[config.mk]
export PLATFORM = sky130hd
export DESIGN_NAME = averaged_deadband_change_reporter_flat
export DESIGN_NICKNAME = d
export VERILOG_FILES = /design/src/rtl/core/adcr_pkg.sv /design/src/rtl/core/adcr_if.sv /design/src/rtl/core/adcr_front.sv /design/src/rtl/core/adcr_decide.sv /design/src/rtl/core/averaged_deadband_change_reporter.sv /design/src/flat_wrapper.sv
export SDC_FILE = /design/constraint.sdc
export NUM_CORES = 1
export LEC_CHECK = 0
export BUFFER_PORTS_ARGS = -buffer_cell sky130_fd_sc_hd__buf_2
export CORE_MARGIN = 1.5
export CORE_UTILIZATION = 35
export DETAILED_ROUTE_END_ITERATION = 16
export GPL_TIMING_DRIVEN = 0
export PLACE_DENSITY_LB_ADDON = 0.25
export SYNTH_ARGS = -nofsm -noshare
export SYNTH_HDL_FRONTEND = slang
export SYNTH_SLANG_ARGS = --single-unit
[constraint.sdc]
create_clock -name clk -period 3.9 [get_ports clk]
set_input_delay 0.78 -clock clk [delete_from_list [all_inputs] [get_ports clk]]
set_output_delay 0.78 -clock clk [all_outputs]
set_load 0.02 [all_outputs]
[src/rtl/core/adcr_pkg.sv]
// adcr_pkg: shared types and fixed widths of the averaged deadband change reporter
// no dependencies; used by adcr_out_if, adcr_decide and the top level
package adcr_pkg;

  localparam int unsigned TOL_BITS       = 10;
  localparam int unsigned RELOAD_BITS    = 8;
  localparam int unsigned GROUP_BITS     = 8;
  localparam int unsigned POSITION_BITS  = 10;
  localparam int unsigned CFG_DATA_BITS  = 10;
  localparam int unsigned CFG_INDEX_BITS = 2;

  localparam logic [TOL_BITS-1:0]    TOL_RESET    = 10'd8;
  localparam logic [RELOAD_BITS-1:0] RELOAD_RESET = 8'd3;
  localparam logic [GROUP_BITS-1:0]  GROUP_RESET  = 8'd0;

  typedef logic [TOL_BITS-1:0]       tol_t;
  typedef logic [RELOAD_BITS-1:0]    reload_t;
  typedef logic [GROUP_BITS-1:0]     group_t;
  typedef logic [POSITION_BITS-1:0]  position_t;
  typedef logic [CFG_DATA_BITS-1:0]  cfg_data_t;

  typedef enum logic [CFG_INDEX_BITS-1:0] {
    REG_TOLERANCE = 2'd0,
    REG_RELOAD    = 2'd1,
    REG_GROUP_ID  = 2'd2
  } cfg_index_t;

  // decision of the update stage for one word
  typedef struct packed {
    logic      report;
    position_t position;
  } dec_t;

endpackage

[src/rtl/core/adcr_if.sv]
// adcr_in_if / adcr_out_if: valid-ready channels of the reporter
// depends on adcr_pkg for the result field types
interface adcr_in_if #(
  parameter int unsigned SAMPLE_BITS = 10
);
  logic                   valid;
  logic                   ready;
  logic [SAMPLE_BITS-1:0] sample_a;
  logic [SAMPLE_BITS-1:0] sample_b;
  logic [SAMPLE_BITS-1:0] sample_c;
  logic [SAMPLE_BITS-1:0] sample_d;

  modport source (output valid, sample_a, sample_b, sample_c, sample_d, input ready);
  modport sink   (input valid, sample_a, sample_b, sample_c, sample_d, output ready);
endinterface

interface adcr_out_if;
  logic                 valid;
  logic                 ready;
  adcr_pkg::group_t     report_group;
  adcr_pkg::position_t  position;

  modport source (output valid, report_group, position, input ready);
  modport sink   (input valid, report_group, position, output ready);
endinterface

[src/rtl/core/adcr_front.sv]
// adcr_front: sums the four samples and holds the average in the input register
// depends on nothing beyond its parameter
module adcr_front #(
  parameter int unsigned SAMPLE_BITS = 10
) (
  input  logic                   clk,
  input  logic                   rst_n,
  input  logic                   load,
  input  logic                   drain,
  input  logic [SAMPLE_BITS-1:0] sample_a,
  input  logic [SAMPLE_BITS-1:0] sample_b,
  input  logic [SAMPLE_BITS-1:0] sample_c,
  input  logic [SAMPLE_BITS-1:0] sample_d,
  output logic                   avg_valid,
  output logic [SAMPLE_BITS-1:0] avg
);

  localparam int unsigned SUM_BITS = SAMPLE_BITS + 2;

  logic [SUM_BITS-1:0]    sum;
  logic                   valid_r, valid_nxt;
  logic [SAMPLE_BITS-1:0] avg_r;

  assign sum = SUM_BITS'(sample_a) + SUM_BITS'(sample_b)
             + SUM_BITS'(sample_c) + SUM_BITS'(sample_d);

  always_comb begin
    valid_nxt = valid_r;
    if (load) begin
      valid_nxt = 1'b1;
    end else if (drain) begin
      valid_nxt = 1'b0;
    end
  end

  always_ff @(posedge clk) begin
    if (!rst_n) begin
      valid_r <= 1'b0;
    end else begin
      valid_r <= valid_nxt;
    end
  end

  // divide by four
  always_ff @(posedge clk) begin
    if (load) begin
      avg_r <= sum[SUM_BITS-1:2];
    end
  end

  assign avg_valid = valid_r;
  assign avg       = avg_r;

endmodule

[src/rtl/core/adcr_decide.sv]
// adcr_decide: deadband compare, countdown and last reported value
// depends on adcr_pkg for widths and the decision struct
module adcr_decide #(
  parameter int unsigned SAMPLE_BITS = 10
) (
  input  logic                    clk,
  input  logic                    rst_n,
  input  logic                    step,
  input  logic [SAMPLE_BITS-1:0]  avg,
  input  adcr_pkg::tol_t          tolerance,
  input  adcr_pkg::reload_t       reload,
  output adcr_pkg::dec_t          dec
);

  localparam int unsigned CMP_BITS =
    ((SAMPLE_BITS > adcr_pkg::TOL_BITS) ? SAMPLE_BITS : adcr_pkg::TOL_BITS) + 1;
  localparam int unsigned EXT_BITS =
    (SAMPLE_BITS > adcr_pkg::POSITION_BITS) ? SAMPLE_BITS : adcr_pkg::POSITION_BITS;

  logic [SAMPLE_BITS-1:0] last_r, last_nxt;
  adcr_pkg::reload_t      count_r, count_nxt;
  logic [CMP_BITS-1:0]    avg_w, last_w, tol_w;
  logic                   outside;
  logic [EXT_BITS-1:0]    avg_ext;

  assign avg_w  = CMP_BITS'(avg);
  assign last_w = CMP_BITS'(last_r);
  assign tol_w  = CMP_BITS'(tolerance);

  // bounds are inclusive, no wrap in the wider compare
  assign outside = (avg_w > last_w + tol_w) || (avg_w + tol_w < last_w);

  always_comb begin
    last_nxt  = last_r;
    count_nxt = count_r;
    if (step) begin
      if (count_r == '0) begin
        last_nxt  = avg;
        count_nxt = reload;
      end else if (outside) begin
        count_nxt = count_r - 1'b1;
      end else begin
        count_nxt = reload;
      end
    end
  end

  always_ff @(posedge clk) begin
    if (!rst_n) begin
      last_r  <= '0;
      count_r <= '0;
    end else begin
      last_r  <= last_nxt;
      count_r <= count_nxt;
    end
  end

  assign avg_ext      = EXT_BITS'(avg);
  assign dec.report   = step && (count_r == '0);
  assign dec.position = avg_ext[adcr_pkg::POSITION_BITS-1:0];

endmodule

[src/rtl/core/averaged_deadband_change_reporter.sv]
// averaged_deadband_change_reporter: top level, config registers and result register
// depends on adcr_pkg, adcr_if, adcr_front and adcr_decide
//
//  channel | dir | handshake            | contents
//  in_if   | in  | valid / ready        | sample_a..sample_d, SAMPLE_BITS each
//  out_if  | out | valid / ready        | report_group, position
//  cfg_*   | in  | cfg_we, no wait      | cfg_index, cfg_wdata
//
//  one word per cycle unless out_if stalls; reports go via input and result registers
//  the rate is set by the input register feeding the deadband update
//  in_if.ready drops only while the input register holds a word and the result
//  register holds a report not yet taken
//  synchronous active-low reset: countdown zero, so the first word reports
module averaged_deadband_change_reporter #(
  parameter int unsigned SAMPLE_BITS = 10
) (
  input  logic                          clk,
  input  logic                          rst_n,
  adcr_in_if.sink                       in_if,
  adcr_out_if.source                    out_if,
  input  logic                          cfg_we,
  input  logic [adcr_pkg::CFG_INDEX_BITS-1:0] cfg_index,
  input  adcr_pkg::cfg_data_t           cfg_wdata
);

  // configuration registers
  adcr_pkg::tol_t    tol_r;
  adcr_pkg::reload_t reload_r;
  adcr_pkg::group_t  group_r;

  always_ff @(posedge clk) begin
    if (!rst_n) begin
      tol_r    <= adcr_pkg::TOL_RESET;
      reload_r <= adcr_pkg::RELOAD_RESET;
      group_r  <= adcr_pkg::GROUP_RESET;
    end else if (cfg_we) begin
      unique case (adcr_pkg::cfg_index_t'(cfg_index))
        adcr_pkg::REG_TOLERANCE: tol_r    <= cfg_wdata[adcr_pkg::TOL_BITS-1:0];
        adcr_pkg::REG_RELOAD:    reload_r <= cfg_wdata[adcr_pkg::RELOAD_BITS-1:0];
        adcr_pkg::REG_GROUP_ID:  group_r  <= cfg_wdata[adcr_pkg::GROUP_BITS-1:0];
        default: ; // unknown index: write dropped
      endcase
    end
  end

  // pipeline control
  logic                   avg_valid;
  logic [SAMPLE_BITS-1:0] avg;
  logic                   advance;
  logic                   in_fire;
  adcr_pkg::dec_t         dec;

  logic                   out_valid_r, out_valid_nxt;
  adcr_pkg::group_t       out_group_r;
  adcr_pkg::position_t    out_pos_r;

  // the held word moves on whenever the result register is free or being emptied
  assign advance     = !out_valid_r || out_if.ready;
  assign in_if.ready = !avg_valid || advance;
  assign in_fire     = in_if.valid && in_if.ready;

  adcr_front #(
    .SAMPLE_BITS (SAMPLE_BITS)
  ) u_front (
    .clk       (clk),
    .rst_n     (rst_n),
    .load      (in_fire),
    .drain     (advance),
    .sample_a  (in_if.sample_a),
    .sample_b  (in_if.sample_b),
    .sample_c  (in_if.sample_c),
    .sample_d  (in_if.sample_d),
    .avg_valid (avg_valid),
    .avg       (avg)
  );

  adcr_decide #(
    .SAMPLE_BITS (SAMPLE_BITS)
  ) u_decide (
    .clk       (clk),
    .rst_n     (rst_n),
    .step      (avg_valid && advance),
    .avg       (avg),
    .tolerance (tol_r),
    .reload    (reload_r),
    .dec       (dec)
  );

  // result register
  always_comb begin
    out_valid_nxt = out_valid_r;
    if (advance) begin
      out_valid_nxt = dec.report;
    end
  end

  always_ff @(posedge clk) begin
    if (!rst_n) begin
      out_valid_r <= 1'b0;
    end else begin
      out_valid_r <= out_valid_nxt;
    end
  end

  always_ff @(posedge clk) begin
    if (dec.report) begin
      out_group_r <= group_r;
      out_pos_r   <= dec.position;
    end
  end

  assign out_if.valid        = out_valid_r;
  assign out_if.report_group = out_group_r;
  assign out_if.position     = out_pos_r;

`ifndef SYNTHESIS
  // a report lands in the result register on the next cycle with its position
  a_report_lands: assert property (@(posedge clk) disable iff (!rst_n)
    dec.report |=> out_valid_r && (out_pos_r == $past(dec.position)))
    else $error("report not captured in result register");

  // input stalls only when both stages are full and the output is blocked
  a_stall_cause: assert property (@(posedge clk) disable iff (!rst_n)
    !in_if.ready |-> avg_valid && out_valid_r && !out_if.ready)
    else $error("input stalled without a blocked output");

  // a held word is never dropped: if it cannot advance it is still there next cycle
  a_hold_word: assert property (@(posedge clk) disable iff (!rst_n)
    (avg_valid && !advance) |=> avg_valid && $stable(avg))
    else $error("held word lost while stalled");
`endif

endmodule
[src/flat_wrapper.sv]
// flat-port wrapper written by rule: the top's interface ports become plain ports
module averaged_deadband_change_reporter_flat 
#(
  parameter int unsigned SAMPLE_BITS = 10
)
  (clk, rst_n, cfg_we, cfg_index, cfg_wdata, in_if_valid, in_if_sample_a, in_if_sample_b, in_if_sample_c, in_if_sample_d, in_if_ready, out_if_valid, out_if_report_group, out_if_position, out_if_ready);
  adcr_in_if #(.SAMPLE_BITS(SAMPLE_BITS)) in_if_i ();
  adcr_out_if out_if_i ();
  input  logic clk;
  input  logic rst_n;
  input  logic cfg_we;
  input  logic [adcr_pkg::CFG_INDEX_BITS-1:0] cfg_index;
  input  adcr_pkg::cfg_data_t cfg_wdata;
  input wire logic [$bits(in_if_i.valid)-1:0] in_if_valid;
  input wire logic [$bits(in_if_i.sample_a)-1:0] in_if_sample_a;
  input wire logic [$bits(in_if_i.sample_b)-1:0] in_if_sample_b;
  input wire logic [$bits(in_if_i.sample_c)-1:0] in_if_sample_c;
  input wire logic [$bits(in_if_i.sample_d)-1:0] in_if_sample_d;
  output wire logic [$bits(in_if_i.ready)-1:0] in_if_ready;
  output wire logic [$bits(out_if_i.valid)-1:0] out_if_valid;
  output wire logic [$bits(out_if_i.report_group)-1:0] out_if_report_group;
  output wire logic [$bits(out_if_i.position)-1:0] out_if_position;
  input wire logic [$bits(out_if_i.ready)-1:0] out_if_ready;
  assign in_if_i.valid = in_if_valid;
  assign in_if_i.sample_a = in_if_sample_a;
  assign in_if_i.sample_b = in_if_sample_b;
  assign in_if_i.sample_c = in_if_sample_c;
  assign in_if_i.sample_d = in_if_sample_d;
  assign in_if_ready = in_if_i.ready;
  assign out_if_valid = out_if_i.valid;
  assign out_if_report_group = out_if_i.report_group;
  assign out_if_position = out_if_i.position;
  assign out_if_i.ready = out_if_ready;
  averaged_deadband_change_reporter #(.SAMPLE_BITS(SAMPLE_BITS)) u_core (.clk(clk), .rst_n(rst_n), .in_if(in_if_i), .out_if(out_if_i), .cfg_we(cfg_we), .cfg_index(cfg_index), .cfg_wdata(cfg_wdata));
endmodule
==> impl_metrics.toml, run 1 <==
[status]
outcome = "complete, no violations"

[job]
drv_cap = 0

[sta]
rsz0062_at_grt = "true"
setup_viol_count_final = 0
report.final.hold_viol_count = 0
fin_skew_ns = 0.007143
setup_tns_ns = 0
drv_slew = 0
max_freq_ghz = 0.2596
slew-limit-headroom_pct = 49.86
tightest_slew_ns = 0.7521
fin_crit_ns = 3.853
post-route-period-util_pct = 98.79

[global_routing]
overflow = 0
grt_max_degree = 28
grt_antenna_before_repair = 0
grt_pass1_wl_um = 18550
grt_pass1_vias = 4133
grt_util_all_layers_pct = 15.58

[clocking]
cts_sinks = 74
cts_tree = "yes"
htreeDepth = 3
cts-root-buf = "clkbuf_16"
cts.clk_slew.worst_paths_ns = 0.06
clock_latency_ns = 0.33
cts_max_path_buffers = 2
cts_buffers = 9

[die]
die-area_um2 = 15180
initial_core_util_pct = 36.14
fp-row-count = 43
die_w_um = 123.2
fp.coreArea_um2 = 13990
fp.dieH_um = 123.2
io-pin-count = 77

[placement]
place_congestion = 0.8382
dpl.hpwl_um = 8693
portBuffers = 76

[drt]
drc = 0
num_vias = 4101
drt_iter0_drc = 208
vias_per_cell = 4.983
dr.pass1.iters = 4
ant_nets = 0
wl_per_cell_um = 13.67
finalWirelength_um = 11250

[synthesis]
synth-main-ff-cell = "dfxtp_1"
ys_types = 62
ys_seq_area_share_pct = 34.84
synth_edf_count = 28
syn_nets = 667
syn_area_per_cell_um2 = 9.433
ys_warn_count = 0
synth_area_um2 = 5056
synthCells = 536
synth-seq-cells = 74
synth-async-reset-ratio_pct = 0

[finish]
areaGrowthSynthToFinish_pct = 22.64
layout_common_cells = "77 x buf_2, 62 x inv_1, 59 x ha_1, 45 x nor2_1, 45 x nand2_1"
drive_gt1_share_pct = 22.86
nNetsFinal = 769
final_core_util_pct = 44.33
antennaDiodeCount = 0
final_common_cell = "buf_2"

[worst_hold_path]
hold_class = "reg2reg"
min_to = "u_core.out_if.report_group[6]"
min_from = "u_core.group_r[6]"
min_path_cells = 0

[pwr]
p_leak_nw = 2.836
pwr_density_cell_nw_per_um2 = 664.8
ir_drop_v = 0.0002706

[worst_setup_path]
cp.arrival_ns = 4.05
crit_required_ns = 4.09
crit_path_end_kind = "flop"
reg2reg_slack_ns = 0.05
worstReg2RegStart = "u_core.u_decide.last_r[1]"
cp_max_fo = 4
rr_worst_depth = 17
r2r_end = "u_core.u_decide.count_r[5]"
start_kind = "flop"
worst-setup-path-type = "reg2reg"
[worst max path at each step]
stage                               from                         end  slack (ns)  depth (start not counted)
2_1_floorplan          in_if_sample_b[0]       u_core.u_front.avg[8]       0.009                         14
3_3_place_gp             u_core.tol_r[1]  u_core.u_decide.count_r[6]       -0.33                         16
3_5_place_dp             u_core.tol_r[1]  u_core.u_decide.count_r[6]       -0.39                         16
4_1_cts                  u_core.tol_r[1]  u_core.u_decide.count_r[6]      -0.007                         16
5_1_grt        u_core.u_decide.last_r[0]  u_core.u_decide.count_r[5]       -0.10                         18
6_report       u_core.u_decide.last_r[1]  u_core.u_decide.count_r[5]        0.05                         17
[critical path, cell delays in order (launching register included)]
cell and delay (ns):
dfxtp_4 0.37, ha_4 0.23, a21o_1 0.16, a21oi_2 0.18
o21bai_2 0.11, a2111oi_4 0.40, o31ai_2 0.11, a21oi_1 0.18
xor2_1 0.10, ha_1 0.33, buf_6 0.11, a21oi_2 0.04
a2111o_1 0.36, a211o_1 0.32, a21oi_4 0.25, buf_6 0.13
mux2i_2 0.23, o32ai_2 0.11
[stage by stage]
stage / total power [mW] / area [um^2] / setup slack, ns / hold WS, ns / instances
4_1_cts: 4.017 / 6016 / -0.007154 / 0.4322 / 813
3_5_place_dp: 3.138 / 5669 / -0.3868 / 0.4191 / 792
6_report: 4.122 / 6201 / 0.04729 / 0.4323 / 823
2_1_floorplan: 2.655 / 5064 / 0.009059 / 0.4080 / 536
5_1_grt: 4.440 / 6201 / -0.1028 / 0.4380 / 823
3_3_place_gp: 3.058 / 5669 / -0.3346 / 0.4152 / 792
[routing by layer]
layer	routed length (um)	vias up	track usage, %
li1	-	2080	-
met1	4999	1928	17.90
met2	5657	81	29.10
met3	454	12	3.413
met4	140	0	4.023
met5	0	-	0
[flip-flops by register name, summed over array words and instances, names as in the netlist]
register                    flops
u_core.group_r                  8
u_core.out_if.position         10
u_core.out_if.report_group      8
u_core.out_if.valid             1
u_core.reload_r                 8
u_core.tol_r                   10
u_core.u_decide.count_r         8
u_core.u_decide.last_r         10
u_core.u_front.avg             10
u_core.u_front.avg_valid        1
[cell type report]
cell class / count / area [um^2]
clock inverters: 4 / 26.28
well taps: 180 / 225.2
plain buffers: 12 / 63.81
clock buffers: 12 / 257.7
fillers: 1356 / 7787
inverters: 62 / 232.7
multi-input cells: 388 / 3119
flip-flops and latches: 74 / 1772
repair buffers: 91 / 504.2
[Yosys cell counts (all sizes together) (5+ instances only)]
master  instances  area, um^2
o21ai          15       75.07
clkbuf          8       40.04
inv            62       232.7
nand2          46       175.2
nand3          13       65.06
ha             61       763.2
mux2i          28       280.3
nor3           10       50.05
a21oi          46       245.2
edfxtp         28       840.8
o21bai          5       37.54
xor2           10       87.58
a21o           10       77.58
dfxtp          46       920.9
nor2           45       168.9
xnor2          18       157.7
fa             13       260.3
nor2b           6       37.54
[what timing repair did]
| action | CTS | global route |
|---|---|---|
| hold buffers | 0 | 0 |
| gates cloned | 0 | 0 |
| pin swaps | 9 | 26 |
| setup buffers | 5 | 10 |
| gates resized for setup | 9 | 26 |
| endpoints found under the setup margin | 9 | 11 |
[cells by family (layout without fill, tap and decap cells)]
logic type | after synthesis | in the layout | share of synthesized area, %
xor+xnor | 28 | 28 | 4.850
simple gates | 149 | 149 | 13.88
buf+inv | 74 | 181 | 5.865
mux | 29 | 29 | 5.766
flops | 74 | 74 | 34.84
compound gates | 108 | 108 | 14.55
fa+ha+maj | 74 | 74 | 20.24
[where the power goes]
part | total [mW] | switching [mW] | internal (mW) | leakage (nW)
Combinational | 2.12 | 1.16 | 0.962 | 2.05
Sequential | 1.22 | 0.161 | 1.06 | 0.642
Clock | 0.784 | 0.316 | 0.469 | 0.139
(Power assumes the default switching activity.)
==> inputs of run 2 (changes only) <==
--- a/config.mk
+++ b/config.mk
@@ -13,4 +13,5 @@
 export PLACE_DENSITY_LB_ADDON = 0.25
 export SYNTH_ARGS = -nofsm -noshare
 export SYNTH_HDL_FRONTEND = slang
+export SYNTH_HIERARCHICAL = 1
 export SYNTH_SLANG_ARGS = --single-unit
==> run 2 against run 1 <==
  * Non-clock buffer count grew 16
  * Register-to-register slack is essentially flat
  * First-iteration DRC count shrank 38%
  * Hold slack gained 0.0018 ns
  * Critical path type unchanged
  * Via count shrank 3.4%
  * Core utilization shrank 0.66 points
  * Critical path depth grew 2
  * Critical endpoint is now u_core/u_decide/count_r[5]
  * Global-route usage shrank 0.72 points
  * Sequential power shrank 11%
==> impl_metrics.toml, run 2 <==
[drt]
drt_iter0_drc = 130
finalWirelength_um = 10990
num_vias = 3960
vias_per_cell = 4.726
wl_per_cell_um = 13.11
ant_nets = 0
drc = 0
dr.pass1.iters = 4

[sta]
fin_skew_ns = 0.007461
tightest_slew_ns = 0.6870
slew-limit-headroom_pct = 54.20
rsz0062_at_grt = "true"
fin_crit_ns = 3.843
setup_slack_ns = 0.05734
report.final.hold_viol_count = 0
post-route-period-util_pct = 98.53
setup_viol_count_final = 0
drv_slew = 0
max_freq_ghz = 0.2602

[worst_setup_path]
crit_required_ns = 4.10
path_cells = "ha_4, fa_2, a211oi_2, o21bai_1, and2_1, o21ai_1, nand2b_1, a21oi_2, xor2_1, ha_1, a21o_1, a21oi_2, nor3b_2, a21boi_2, a32o_2, nand2b_4, buf_8, mux2i_2, a221oi_2"
reg2reg_slack_ns = 0.06
crit_path_end_kind = "flop"
cp_slowest_stage_delay_ns = 0.36
cp_max_fo = 5
crit_slowest_cell = "dfxtp_4"
r2r_end = "u_core/u_decide/count_r[5]"
rr_worst_depth = 19
start_kind = "flop"
worst-setup-path-type = "reg2reg"
worstReg2RegStart = "u_core/tol_r[0]"
crit_top_cell = "a21oi_2"
cp.arrival_ns = 4.05

[finish]
antennaDiodeCount = 0
ff_latch_area_um2 = 1767
fin_cells = 838
multi_input_area_um2 = 2987
final_common_cell = "inv_1"
areaGrowthSynthToFinish_pct = 22.57
num-fill-cells = 1442
fin_area_um2 = 6299
final_core_util_pct = 43.67
drive_gt1_share_pct = 24.01
layout_common_cells = "84 x inv_1, 82 x buf_2, 71 x nand2_1, 49 x ha_1, 44 x dfxtp_1"
nNetsFinal = 778

[synthesis]
synth_edf_count = 28
synth-async-reset-ratio_pct = 0
syn_nets = 670
synth_area_leaders = "dfxtp_1 18%, edfxtp_1 16%, ha_1 12%, fa_1 8.6%, inv_1 6.1%"
netlist.area_leader.share_pct = 17.92
ys_warn_count = 6
ys_seq_area_share_pct = 34.28
syn_area_per_cell_um2 = 9.498
synth-seq-cells = 74
synth_most_common_cell = "inv_1"
synthCells = 541
ys_types = 57
synth-main-ff-cell = "dfxtp_1"
synth_area_um2 = 5139
netlist_top_cells_count = "84 x inv_1, 71 x nand2_1, 50 x ha_1"
yosysTopAreaCell = "dfxtp_1"

[global_routing]
top_usage_layer = "met2"
use_met2_pct = 25.65
grt_pass1_vias = 3914
overflow = 0
grt_antenna_before_repair = 0
grt_util_met3_pct = 2.747
gr-usage-met1_pct = 18.88
grt_util_all_layers_pct = 14.86
grt_pass1_wl_um = 17840
grt_max_degree = 29

[clocking]
cts_sinks = 74
cts_buffers = 9
cts.clk_slew.worst_paths_ns = 0.06
holdBufCountCts = 0
cts_max_path_buffers = 2
cts-root-buf = "clkbuf_16"
cts_tree = "yes"
htreeDepth = 3
clock_latency_ns = 0.33

[worst_hold_path]
min_to = "u_core/out_if.report_group[1]"
min_from = "u_core/group_r[1]"
min_path_cells = 0
hold_class = "reg2reg"

[placement]
portBuffers = 76
pre_cts_slack_ns = -0.2491
dpl.hpwl_um = 8322
place_congestion = 0.8296
place_area_um2 = 5757
post-place-cells = 802

[die]
fp-row-count = 44
die_w_um = 124.2
die-area_um2 = 15420
initial_core_util_pct = 35.63
fp.dieH_um = 124.2
fp.coreArea_um2 = 14420
io-pin-count = 77

[pwr]
p_leak_nw = 2.959
pwr_density_cell_nw_per_um2 = 553.6
ir_drop_v = 0.0002372
total_power_mw = 3.487

[status]
outcome = "complete, no violations"

[job]
drv_cap = 0
## run 2: how the worst max path moves through the flow
stage | startpoint | endpoint | slack, ns | cells after the start
after floorplan | u_core/tol_r[0] | u_core/u_decide/count_r[2] | 0.28 | 19
after global placement | u_core/tol_r[1] | u_core/u_decide/count_r[2] | -0.15 | 17
after detailed placement | u_core/tol_r[0] | u_core/u_decide/count_r[6] | -0.25 | 19
after CTS | u_core/u_decide/last_r[1] | u_core/u_decide/count_r[1] | 0.004 | 18
after global routing | u_core/tol_r[0] | u_core/u_decide/count_r[5] | -0.18 | 19
final | u_core/tol_r[0] | u_core/u_decide/count_r[5] | 0.06 | 19
## run 2: critical path, delay by kind of cell, from the launching register on
kind / cells / cell delay [ns]
and+or+nand+nor: 4 / 0.59
adders and majority gates: 3 / 0.78
buffers and inverters: 1 / 0.13
AOI/OAI and AO/OA: 9 / 1.43
muxes: 1 / 0.22
DFF: 1 / 0.36
xor gates and xnor gates: 1 / 0.19
## run 2: per-layer routing
layer / vias to the layer above / share of wire (%) / wire, um
met3: 6 / 2.5 / 271
li1: 2041 / - / -
met1: 1856 / 48 / 5231
met4: 0 / 0.84 / 92
met5: - / 0 / 0
met2: 57 / 49 / 5390
## run 2: cell families after synthesis
kind of cell,after synthesis,synth area share [%]
flip-flops,74,34.28
AO/OA/AOI/OAI,101,13.71
multiplexers,29,5.673
AND/OR/NAND/NOR,137,12.86
adder cells (fa/ha/maj),72,20.75
buffers and inverters,106,8.985
XOR/XNOR,22,3.750
## run 2: cell type report
class                      count  share of cell area [%]
multi-input combinational    361                   47.42
inverter                      84                   5.006
buffer                        22                   2.384
clock inverter                 7                   1.053
sequential                    74                   28.05
clock buffer                   9                   3.576
timing repair buffer          97                   8.860
tap                          184                   3.655
## run 2: timing repair
action,in CTS,in global routing
pin swaps,10,16
resized for setup,16,7
buffers inserted,15,4
gates cloned,1,0
endpoints found under the setup margin,8,8
## run 2: stage by stage
| step | setup TNS [ns] | hold WS [ns] |
|---|---|---|
| 2_1_floorplan | 0 | 0.4081 |
| 3_3_place_gp | -0.8643 | 0.4162 |
| 3_5_place_dp | -1.778 | 0.4216 |
| 4_1_cts | 0 | 0.4364 |
| 5_1_grt | -1.225 | 0.4456 |
| 6_report | 0 | 0.4342 |
## run 2: power breakdown
group	switching [mW]	internal, mW	leakage (nW)
clock	0.322	0.494	0.142
sequential	0.115	0.962	0.638
combinational	0.805	0.789	2.18
total	1.24	2.24	2.96
==> inputs of run 3 (changes only) <==
--- a/config.mk
+++ b/config.mk
@@ -7,10 +7,12 @@
 export LEC_CHECK = 0
 export BUFFER_PORTS_ARGS = -buffer_cell sky130_fd_sc_hd__buf_2
 export CORE_MARGIN = 1.5
-export CORE_UTILIZATION = 35
+export CORE_UTILIZATION = 52
+export CTS_CLUSTER_SIZE = 12
 export DETAILED_ROUTE_END_ITERATION = 16
 export GPL_TIMING_DRIVEN = 0
 export PLACE_DENSITY_LB_ADDON = 0.25
+export SETUP_SLACK_MARGIN = 0.1
 export SYNTH_ARGS = -nofsm -noshare
 export SYNTH_HDL_FRONTEND = slang
 export SYNTH_HIERARCHICAL = 1
==> run 3 against run 2 <==
  * The flow now finishes with violations (negative setup slack)
  * Clock skew rose by 0.0055 ns
  * Wire length fell by 2.8%
  * Flip-flop and latch count did not move
  * Clock-buffer cell count rose by 1
  * Global-route usage rose by 6.7 points
  * Core utilization rose by 19 points
  * Design area fell by 3.0%
==> impl_metrics.toml, run 3 (synthesis results as in run 2) <==
[finish]
final_core_util_pct = 63.06
num-fill-cells = 812
final_common_cell = "inv_1"
layout_common_cells = "84 x inv_1, 82 x buf_2, 71 x nand2_1, 49 x ha_1, 42 x dfxtp_1"
nNetsFinal = 766
antennaDiodeCount = 0
fin_cells = 775
areaGrowthSynthToFinish_pct = 18.85
drive_gt1_share_pct = 23.83

[placement]
dpl.hpwl_um = 8167
post-place-cells = 751
place_congestion = 0.8311
portBuffers = 76
pre_cts_slack_ns = -0.2690

[sta]
fin_skew_ns = 0.01300
drv_slew = 0
setup_slack_ns = -0.04783
setup_tns_ns = -0.1429
slew-limit-headroom_pct = 56.59
setup_viol_count_final = 4
fin_crit_ns = 3.948
post-route-period-util_pct = 101.2
tightest_slew_ns = 0.6511
rsz0062_at_grt = "true"
max_freq_ghz = 0.2533
report.final.hold_viol_count = 0

[pwr]
ir_drop_v = 0.0002345
p_leak_nw = 2.871
pwr_density_cell_nw_per_um2 = 549.0

[clocking]
cts_buffers = 9
cts_max_path_buffers = 2
holdBufCountCts = 0
cts-root-buf = "clkbuf_8"
cts.clk_slew.worst_paths_ns = 0.10
cts_tree = "yes"
clock_latency_ns = 0.36
htreeDepth = 3
cts_sinks = 74

[die]
die-area_um2 = 10490
initial_core_util_pct = 53.06
io-pin-count = 77
fp.dieH_um = 102.4
fp-row-count = 36
fp.coreArea_um2 = 9684
die_w_um = 102.4

[global_routing]
grt_antenna_before_repair = 0
grt_pass1_wl_um = 17630
grt_pass1_vias = 3918
grt_util_all_layers_pct = 21.60
overflow = 0
grt_max_degree = 29

[worst_setup_path]
cp_max_fo = 5
cp.arrival_ns = 4.17
start_kind = "flop"
reg2reg_slack_ns = -0.05
crit_path_end_kind = "flop"
worst-setup-path-type = "reg2reg"
crit_required_ns = 4.12

[drt]
drc = 0
dr.pass1.iters = 4
wl_per_cell_um = 13.78
vias_per_cell = 5.107
drt_iter0_drc = 98
ant_nets = 0
num_vias = 3958
finalWirelength_um = 10680

[job]
drv_cap = 0

[status]
outcome = "finished, violations left"
failed_checks = "negative setup slack"

[worst_hold_path]
hold_class = "reg2reg"
## run 3: routing by layer
metal / vias to the layer above / routed length, um / track usage [%]
met3: 10 / 353 / 3.557
met5: - / 0 / 0
met4: 0 / 108 / 8.535
li1: 2009 / - / -
met2: 68 / 5074 / 34.90
met1: 1871 / 5145 / 28.99
## run 3: report_power, final
group	internal, mW	switching (mW)
Combinational	0.794	0.806
Sequential	0.961	0.112
Clock	0.348	0.332
## run 3: worst max-delay path: stages, from the launching register on
cell,delay [ns]
dfxtp_4,0.37
ha_4,0.17
fa_2,0.37
a211oi_2,0.30
o21bai_2,0.13
and2_4,0.15
o21ai_2,0.10
nand2b_1,0.08
a21oi_2,0.17
xor2_1,0.19
ha_1,0.28
a21o_1,0.18
a21oi_2,0.18
nor3b_4,0.21
a21boi_2,0.08
a32o_2,0.26
nand2b_4,0.13
buf_8,0.14
mux2i_4,0.23
a221oi_2,0.07
## run 3: path summary, 6_finish.rpt
check / from / to / cells after the start
hold reg to reg: u_core/group_r[1] / u_core/out_if.report_group[1] / 0
hold / removal: u_core/group_r[1] / u_core/out_if.report_group[1] / 0
setup reg to reg: u_core/tol_r[0] / u_core/u_decide/count_r[5] / 19
setup / recovery: u_core/tol_r[0] / u_core/u_decide/count_r[5] / 19
## run 3: final cells by class
type,count,area [um^2],area share (%)
Multi-Input combinational cell,361,3012,49.31
Tap cell,133,166.4,2.725
Timing Repair Buffer,85,467.9,7.662
Clock inverter,6,77.57,1.270
Clock buffer,10,148.9,2.438
Inverter,84,315.3,5.163
Buffer,22,150.1,2.459
Sequential cell,74,1769,28.97
## run 3: through the flow
step                      hold slack, ns  instance area (um^2)  total power [mW]
after floorplan                   0.4081                  5139             2.165
after CTS                         0.4382                  6050             3.305
after global placement            0.4137                  5685             2.444
final                             0.4340                  6107             3.353
after detailed placement          0.4179                  5693             2.491
after global routing              0.4489                  6107             3.590
## run 3: timing repair
item	4_1_cts	5_1_grt
gates resized for setup	20	9
cloned	1	0
setup endpoints to repair	8	8
setup buffers	6	1
pin swaps	14	13
